[src/rtl/p2t_pkg.sv]
// ----------------------------------------------------------------------------
// p2t_pkg
// Shared types and constant tables for the prism to tetrahedra splitter:
// corner rotation table and the two tetrahedron corner lists.
// ----------------------------------------------------------------------------
package p2t_pkg;

  // Global vertex index
  typedef logic [31:0] vidx_t;

  // Corner position within a prism, 0..5
  typedef logic [2:0] corner_t;

  // Tetrahedron position within a prism, 0..2
  typedef logic [1:0] tet_pos_t;

  localparam int unsigned NUM_CORNERS = 6;
  localparam int unsigned NUM_TETS    = 3;
  localparam int unsigned TET_CORNERS = 4;

  localparam tet_pos_t TET_FIRST = 2'd0;
  localparam tet_pos_t TET_LAST  = 2'd2;

  // Rotated corner k takes original corner ROT_TABLE[min_pos][k]
  localparam corner_t ROT_TABLE [NUM_CORNERS][NUM_CORNERS] = '{
    '{3'd0, 3'd1, 3'd2, 3'd3, 3'd4, 3'd5},
    '{3'd1, 3'd2, 3'd0, 3'd4, 3'd5, 3'd3},
    '{3'd2, 3'd0, 3'd1, 3'd5, 3'd3, 3'd4},
    '{3'd3, 3'd5, 3'd4, 3'd0, 3'd2, 3'd1},
    '{3'd4, 3'd3, 3'd5, 3'd1, 3'd0, 3'd2},
    '{3'd5, 3'd4, 3'd3, 3'd2, 3'd1, 3'd0}
  };

  // Tetrahedra for diagonal 2-6, in rotated corner numbers
  localparam corner_t TETS_26 [NUM_TETS][TET_CORNERS] = '{
    '{3'd0, 3'd1, 3'd2, 3'd5},
    '{3'd0, 3'd1, 3'd5, 3'd4},
    '{3'd0, 3'd4, 3'd5, 3'd3}
  };

  // Tetrahedra for diagonal 3-5, in rotated corner numbers
  localparam corner_t TETS_35 [NUM_TETS][TET_CORNERS] = '{
    '{3'd0, 3'd1, 3'd2, 3'd4},
    '{3'd0, 3'd4, 3'd2, 3'd5},
    '{3'd0, 3'd4, 3'd5, 3'd3}
  };

  // Minimum candidate: value and the corner it came from
  typedef struct packed {
    vidx_t   val;
    corner_t pos;
  } cand_t;

endpackage

[src/rtl/prism_to_tetra_split.sv]
// ----------------------------------------------------------------------------
// prism_to_tetra_split
// Splits one triangular prism, given as six global vertex indices, into
// three tetrahedra emitted one per cycle.
// ----------------------------------------------------------------------------
// Usage: present the six corner indices with start high; the item is taken
// at a clock edge where busy is low. Each item produces three results, one
// per cycle, each shown for exactly one cycle with out_strobe high; the
// receiver cannot stall them. The emitter sends one tetrahedron per cycle,
// and busy goes high after each accepted item to hold off the next one; a
// new item is still taken before the last one has left the pipeline. Each
// item passes through pairwise minimum, minimum merge, rotation, diagonal
// select and emit, and successive items overlap in the pipeline.
// ----------------------------------------------------------------------------
module prism_to_tetra_split
  import p2t_pkg::*;
(
  input  logic     clk,
  input  logic     rst_n,
  input  logic     start,
  output logic     busy,
  input  vidx_t    in_vertex_one,
  input  vidx_t    in_vertex_two,
  input  vidx_t    in_vertex_three,
  input  vidx_t    in_vertex_four,
  input  vidx_t    in_vertex_five,
  input  vidx_t    in_vertex_six,
  output logic     out_strobe,
  output vidx_t    out_tet_corner_a,
  output vidx_t    out_tet_corner_b,
  output vidx_t    out_tet_corner_c,
  output vidx_t    out_tet_corner_d,
  output tet_pos_t out_tet_position,
  output logic     out_last_of_prism
);

  logic accept;
  assign accept = start && !busy;

  // Input throttle: hold off new items while the countdown started by each accepted item runs
  logic [1:0] gap_r, gap_nxt;
  always_comb begin
    if (accept) begin
      gap_nxt = 2'd2;
    end else if (gap_r != 2'd0) begin
      gap_nxt = gap_r - 2'd1;
    end else begin
      gap_nxt = gap_r;
    end
  end
  assign busy = (gap_r != 2'd0);

  // Stage A: capture corners and pairwise minimum, first position wins ties
  logic  a_valid_r;
  vidx_t a_v_r [NUM_CORNERS];
  cand_t a_m01_r, a_m23_r, a_m45_r;
  cand_t a_m01_nxt, a_m23_nxt, a_m45_nxt;

  always_comb begin
    a_m01_nxt = (in_vertex_two < in_vertex_one) ? cand_t'{in_vertex_two, 3'd1}
                                                : cand_t'{in_vertex_one, 3'd0};
    a_m23_nxt = (in_vertex_four < in_vertex_three) ? cand_t'{in_vertex_four, 3'd3}
                                                   : cand_t'{in_vertex_three, 3'd2};
    a_m45_nxt = (in_vertex_six < in_vertex_five) ? cand_t'{in_vertex_six, 3'd5}
                                                 : cand_t'{in_vertex_five, 3'd4};
  end

  // Stage B: merge first two pairs
  logic  b_valid_r;
  vidx_t b_v_r [NUM_CORNERS];
  cand_t b_m03_r, b_m45_r;
  cand_t b_m03_nxt;
  assign b_m03_nxt = (a_m23_r.val < a_m01_r.val) ? a_m23_r : a_m01_r;

  // Stage C: final minimum and rotation
  logic    c_valid_r;
  vidx_t   c_r_r [NUM_CORNERS];
  corner_t c_pos;
  vidx_t   c_r_nxt [NUM_CORNERS];
  assign c_pos = (b_m45_r.val < b_m03_r.val) ? b_m45_r.pos : b_m03_r.pos;
  always_comb begin
    for (int k = 0; k < NUM_CORNERS; k++) begin
      c_r_nxt[k] = b_v_r[ROT_TABLE[c_pos][k]];
    end
  end

  // Stage D: diagonal choice on rotated corners 2, 6, 3, 5
  logic  d_valid_r;
  vidx_t d_r_r [NUM_CORNERS];
  logic  d_diag35_r, d_diag35_nxt;
  always_comb begin
    vidx_t best;
    best         = c_r_r[1];
    d_diag35_nxt = 1'b0;
    if (c_r_r[5] < best) begin
      best = c_r_r[5];
    end
    if (c_r_r[2] < best) begin
      best         = c_r_r[2];
      d_diag35_nxt = 1'b1;
    end
    if (c_r_r[4] < best) begin
      d_diag35_nxt = 1'b1;
    end
  end

  // Emitter: one tetrahedron per cycle from the held prism
  logic     e_act_r;
  tet_pos_t e_cnt_r;
  vidx_t    e_r_r [NUM_CORNERS];
  logic     e_diag35_r;
  corner_t  e_sel [TET_CORNERS];
  always_comb begin
    for (int i = 0; i < TET_CORNERS; i++) begin
      e_sel[i] = e_diag35_r ? TETS_35[e_cnt_r][i] : TETS_26[e_cnt_r][i];
    end
  end

  logic     out_strobe_r;
  vidx_t    out_a_r, out_b_r, out_c_r, out_d_r;
  tet_pos_t out_pos_r;
  logic     out_last_r;

  // Control registers
  always_ff @(posedge clk) begin
    if (!rst_n) begin
      gap_r        <= 2'd0;
      a_valid_r    <= 1'b0;
      b_valid_r    <= 1'b0;
      c_valid_r    <= 1'b0;
      d_valid_r    <= 1'b0;
      e_act_r      <= 1'b0;
      e_cnt_r      <= TET_FIRST;
      out_strobe_r <= 1'b0;
    end else begin
      gap_r        <= gap_nxt;
      a_valid_r    <= accept;
      b_valid_r    <= a_valid_r;
      c_valid_r    <= b_valid_r;
      d_valid_r    <= c_valid_r;
      out_strobe_r <= e_act_r;
      if (d_valid_r) begin
        e_act_r <= 1'b1;
        e_cnt_r <= TET_FIRST;
      end else if (e_act_r) begin
        // hold the count on the last tetrahedron so it stays in the table
        if (e_cnt_r == TET_LAST) begin
          e_act_r <= 1'b0;
        end else begin
          e_cnt_r <= e_cnt_r + 2'd1;
        end
      end
    end
  end

  // Payload registers
  always_ff @(posedge clk) begin
    a_v_r[0] <= in_vertex_one;
    a_v_r[1] <= in_vertex_two;
    a_v_r[2] <= in_vertex_three;
    a_v_r[3] <= in_vertex_four;
    a_v_r[4] <= in_vertex_five;
    a_v_r[5] <= in_vertex_six;
    a_m01_r  <= a_m01_nxt;
    a_m23_r  <= a_m23_nxt;
    a_m45_r  <= a_m45_nxt;
    b_v_r    <= a_v_r;
    b_m03_r  <= b_m03_nxt;
    b_m45_r  <= a_m45_r;
    c_r_r    <= c_r_nxt;
    d_r_r    <= c_r_r;
    d_diag35_r <= d_diag35_nxt;
    if (d_valid_r) begin
      e_r_r      <= d_r_r;
      e_diag35_r <= d_diag35_r;
    end
    out_a_r    <= e_r_r[e_sel[0]];
    out_b_r    <= e_r_r[e_sel[1]];
    out_c_r    <= e_r_r[e_sel[2]];
    out_d_r    <= e_r_r[e_sel[3]];
    out_pos_r  <= e_cnt_r;
    out_last_r <= (e_cnt_r == TET_LAST);
  end

  assign out_strobe        = out_strobe_r;
  assign out_tet_corner_a  = out_a_r;
  assign out_tet_corner_b  = out_b_r;
  assign out_tet_corner_c  = out_c_r;
  assign out_tet_corner_d  = out_d_r;
  assign out_tet_position  = out_pos_r;
  assign out_last_of_prism = out_last_r;

`ifndef SYNTH
  // Accepted item blocks the input for the next cycle
  a_throttle: assert property (@(posedge clk) disable iff (!rst_n)
    accept |=> busy)
    else $error("input accepted without throttle");

  // A new prism reaches the emitter only as the previous one finishes
  a_no_overrun: assert property (@(posedge clk) disable iff (!rst_n)
    (d_valid_r && e_act_r) |-> (e_cnt_r == TET_LAST))
    else $error("emitter overrun");

  // Last flag only on the third tetrahedron
  a_last_pos: assert property (@(posedge clk) disable iff (!rst_n)
    out_strobe |-> (out_last_of_prism == (out_tet_position == TET_LAST)))
    else $error("last flag mismatch");

  // Later tetrahedra follow their predecessor directly
  a_sequence: assert property (@(posedge clk) disable iff (!rst_n)
    (out_strobe && (out_tet_position != TET_FIRST)) |->
      ($past(out_strobe) && ($past(out_tet_position) + 2'd1 == out_tet_position)))
    else $error("tetrahedron sequence broken");
`endif

endmodule
[config.mk]
export PLATFORM = sky130hd
export DESIGN_NAME = prism_to_tetra_split
export DESIGN_NICKNAME = d
export VERILOG_FILES = /design/src/rtl/p2t_pkg.sv /design/src/rtl/prism_to_tetra_split.sv
export SDC_FILE = /design/constraint.sdc
export NUM_CORES = 2
export LEC_CHECK = 0
export BUFFER_PORTS_ARGS = -buffer_cell sky130_fd_sc_hd__buf_2
export CAP_MARGIN = 15
export CORE_MARGIN = 8
export CORE_UTILIZATION = 40
export CTS_BUF_LIST = sky130_fd_sc_hd__clkbuf_2 sky130_fd_sc_hd__clkbuf_4 sky130_fd_sc_hd__clkbuf_8
export DETAILED_ROUTE_END_ITERATION = 7
export PLACE_DENSITY = 0.6
export SYNTH_ARGS = -nofsm -noshare
export SYNTH_HDL_FRONTEND = slang
export SYNTH_SLANG_ARGS = --single-unit
export TNS_END_PERCENT = 50
[constraint.sdc]
create_clock -name clk -period 11.2 [get_ports clk]
set_input_delay 1.68 -clock clk [delete_from_list [all_inputs] [get_ports clk]]
set_output_delay 1.68 -clock clk [all_outputs]
set_load 0.02 [all_outputs]
==> impl_metrics.ini <==
[run_status]
status = finished, final reports clean

[cts]
post-cts-setup-buffer-count = 0
cts.sinks = 1269
htree_levels = 4
cts_made_buffers = 197
clk_path_buf_depth = 3
cts_hold_buffers = 0
cts-root-buf = clkbuf_8
worstSkewPairLatency_ps = 920
cts_tree = yes
cts_resized = 0
path_clk_slew_ps = 70

[yosys]
synth.avg_cell_area_um2 = 11.9
synth.most_common_cell = dfxtp_1
synth_top_area_frac = 0.447
ys_warn_count = 0
ys_seq_area_frac = 0.567
synth_commonest_cells = dfxtp_1 (1076), nand2_1 (354), mux2i_1 (302)
synthFlopType = dfxtp_1
synth_area_leaders = dfxtp_1 (45%), edfxtp_1 (12%), ha_1 (6.6%)
synth_seq_cells = 1269
synth_nets = 4490
syn_inst = 4040
synth_cell_type_count = 69
yosys.area.top_type = dfxtp_1
synth_area_um2 = 48200
synth_edf_count = 193
ys_async_sr_fraction = 0

[route]
vias = 33500
drc = 0
dr.pass1.iters = 8
ant_nets = 0
wl_um = 152000
dr.first_iter.drc_count = 3271
wl_per_cell_um = 24.5
via_per_inst = 5.40

[grt]
gr-total-overflow = 0
antenna_found_initial = 52
first_global_vias = 32700
grt_max_degree = 78
grt_pass1_wl_um = 221000
gr-usage-all-layers = 0.222

[job]
maxCapViolations = 0

[sta]
fin_crit_ps = 7490
worstMarginPinSlew_ps = 1240
fmax_mhz = 134
drv_slew = 0
fin_setup_tns_ps = 0
rsz0062_at_grt = false
hold_viol = 0
fin_crit_sh = 0.669
finalClockSkew_ps = 45.3
relSlewSlack = 0.173
setup-violations-final = 0

[die]
initial_core_util = 0.403
core_area_um2 = 120000
die_w_um = 363
rows = 127
dieArea_um2 = 132000
io-pin-count = 328
die_h_um = 363

[critical_path]
cp.arrival_ps = 8260
reg2reg_slack_ps = 3710
cp_slowest_cell = o41a_2
crit_fanout = 63
cp_data_required_time_ps = 11970
path_class = reg -> reg
worstReg2RegEnd = d_diag35_r$_SDFF_PN1_
startpoint_type = flip-flop
endpoint_kind = flip-flop
worstRegToRegCells = 30
slowest_delay_ps = 710
r2r-start = c_r_r[147]$_DFF_P_

[power_and_ir_drop]
switching_share = 0.357
vdd_ir_drop_max_mv = 0.250
power_density_nw_per_um2 = 282
clkPwrFrac = 0.275
p_leak_nw = 24.3
p_total_mw = 15.8
combPwrFrac = 0.327
seqPwrFrac = 0.398
intPower_mw = 10.2
p_sw_mw = 5.65

[worst_hold_path]
holdPathStages = 0
whs_endpoint = b_v_r[23]$_DFF_P_
hold_path.class = reg -> reg
worstHoldStart = a_v_r[23]$_DFF_P_

[cells_and_area]
fillerInstances = 10900
area_delta_synth_final_pct = 16.5
num-nets-final = 4855
drive_above_1_share = 0.232

[placed_design]
place_hpwl_um = 110000
numPortBuffers = 327
place.gp.congestion = 0.910
-- how the worst max path moves through the flow --
stage,slack (ps),end,startpoint,depth (start not counted)
2_1_floorplan,5710,d_diag35_r$_SDFF_PN1_,c_r_r[147]$_DFF_P_,31
3_3_place_gp,3920,d_diag35_r$_SDFF_PN1_,c_r_r[129]$_DFF_P_,29
6_report,3710,d_diag35_r$_SDFF_PN1_,c_r_r[147]$_DFF_P_,30
3_5_place_dp,3840,d_diag35_r$_SDFF_PN1_,c_r_r[129]$_DFF_P_,29
5_1_grt,3310,d_diag35_r$_SDFF_PN1_,c_r_r[145]$_DFF_P_,30
4_1_cts,3790,d_diag35_r$_SDFF_PN1_,c_r_r[129]$_DFF_P_,29
-- layout make-up --
class | instances | area, um2 | share of cell area
flip-flops and latches | 1269 | 27300 | 0.487
diodes | 22 | 55.1 | 0.000980
clock inverters | 73 | 852 | 0.0152
well taps | 1612 | 2020 | 0.0359
repair buffers | 372 | 1980 | 0.0353
inverters | 238 | 893 | 0.0159
multi-input cells | 2327 | 19300 | 0.344
clock buffers | 291 | 3720 | 0.0662
-- power groups by stage --
| stage | logic, mW | clock network, mW | registers, mW |
|---|---|---|---|
| after floorplan | 3.56 | 0 | 6.00 |
| after global placement | 5.00 | 0 | 6.36 |
| after detailed placement | 5.04 | 0 | 6.38 |
| after CTS | 5.07 | 4.45 | 6.28 |
| after global routing | 5.57 | 4.66 | 6.36 |
| final | 5.18 | 4.35 | 6.29 |
-- cell families (layout without fill, tap and decap cells) --
kind of cell,Yosys count,count (layout),synth area share
buffers and inverters,444,974,0.0372
DFF,1269,1269,0.567
and+or+nand+nor,621,621,0.0584
other,0,22,0
muxes,615,615,0.151
xor gates and xnor gates,1,1,0.000182
adders and majority gates,255,255,0.0661
AOI/OAI and AO/OA,835,835,0.121
-- through the flow --
step | hold slack (ps) | worst slack [ps] | instances | util | area [um2]
3_3_place_gp | 310 | 3920 | 5817 | 0.430 | 51500
6_report | 300 | 3710 | 6204 | 0.469 | 56200
4_1_cts | 300 | 3790 | 6181 | 0.468 | 56100
5_1_grt | 294 | 3310 | 6198 | 0.469 | 56200
3_5_place_dp | 312 | 3840 | 5817 | 0.430 | 51500
2_1_floorplan | 310 | 5710 | 4040 | - | 48200
-- sequential cells by signal (all words and copies together), names as in the netlist, 34 cells and up --
signal and cells:
e_r_r 192, d_r_r 192, b_m03_r 34, c_r_r 192
b_v_r 192, a_v_r 192
-- worst max-delay path, delay by kind of cell, from the launching register on --
family / cells / cell delay, ps
compound gates: 16 / 3730
fa+ha+maj: 3 / 870
buf+inv: 2 / 600
flops: 1 / 340
mux: 1 / 410
simple gates: 8 / 1410
-- layout by cell type, fill, tap and decap left out, types with 15 or more instances in the layout --
cell / synthesis / routed
mux2i_1: 302 / 300
bufinv_16: 0 / 16
o221ai_1: 103 / 103
nor2_1: 66 / 63
nand3_1: 15 / 15
nand2_1: 354 / 354
buf_4: 15 / 44
nor3_1: 18 / 15
ha_1: 255 / 254
and2_1: 74 / 73
nand4_1: 35 / 35
a22oi_1: 58 / 58
a22o_1: 24 / 24
buf_2: 40 / 327
inv_1: 238 / 236
a21oi_1: 156 / 151
a2111oi_0: 37 / 37
mux2_1: 30 / 30
dfxtp_1: 1076 / 1072
clkbuf_4: 0 / 46
a221oi_1: 43 / 43
diode_2: 0 / 22
mux4_2: 64 / 64
a211o_1: 21 / 21
o21ai_0: 154 / 153
a31oi_1: 36 / 35
clkbuf_8: 0 / 245
clkinv_2: 0 / 31
a211oi_1: 45 / 45
a21o_1: 87 / 86
mux2_2: 219 / 219
edfxtp_1: 193 / 193
-- per-layer routing --
metal / GRT usage / up-vias / wire, um
met5: 0 / - / 57
met4: 0.0851 / 8 / 5750
met3: 0.0536 / 371 / 12800
met2: 0.327 / 1670 / 64000
met1: 0.315 / 16000 / 69200
li1: - / 15500 / -
Note: power is estimated with default switching activity, not from simulation.
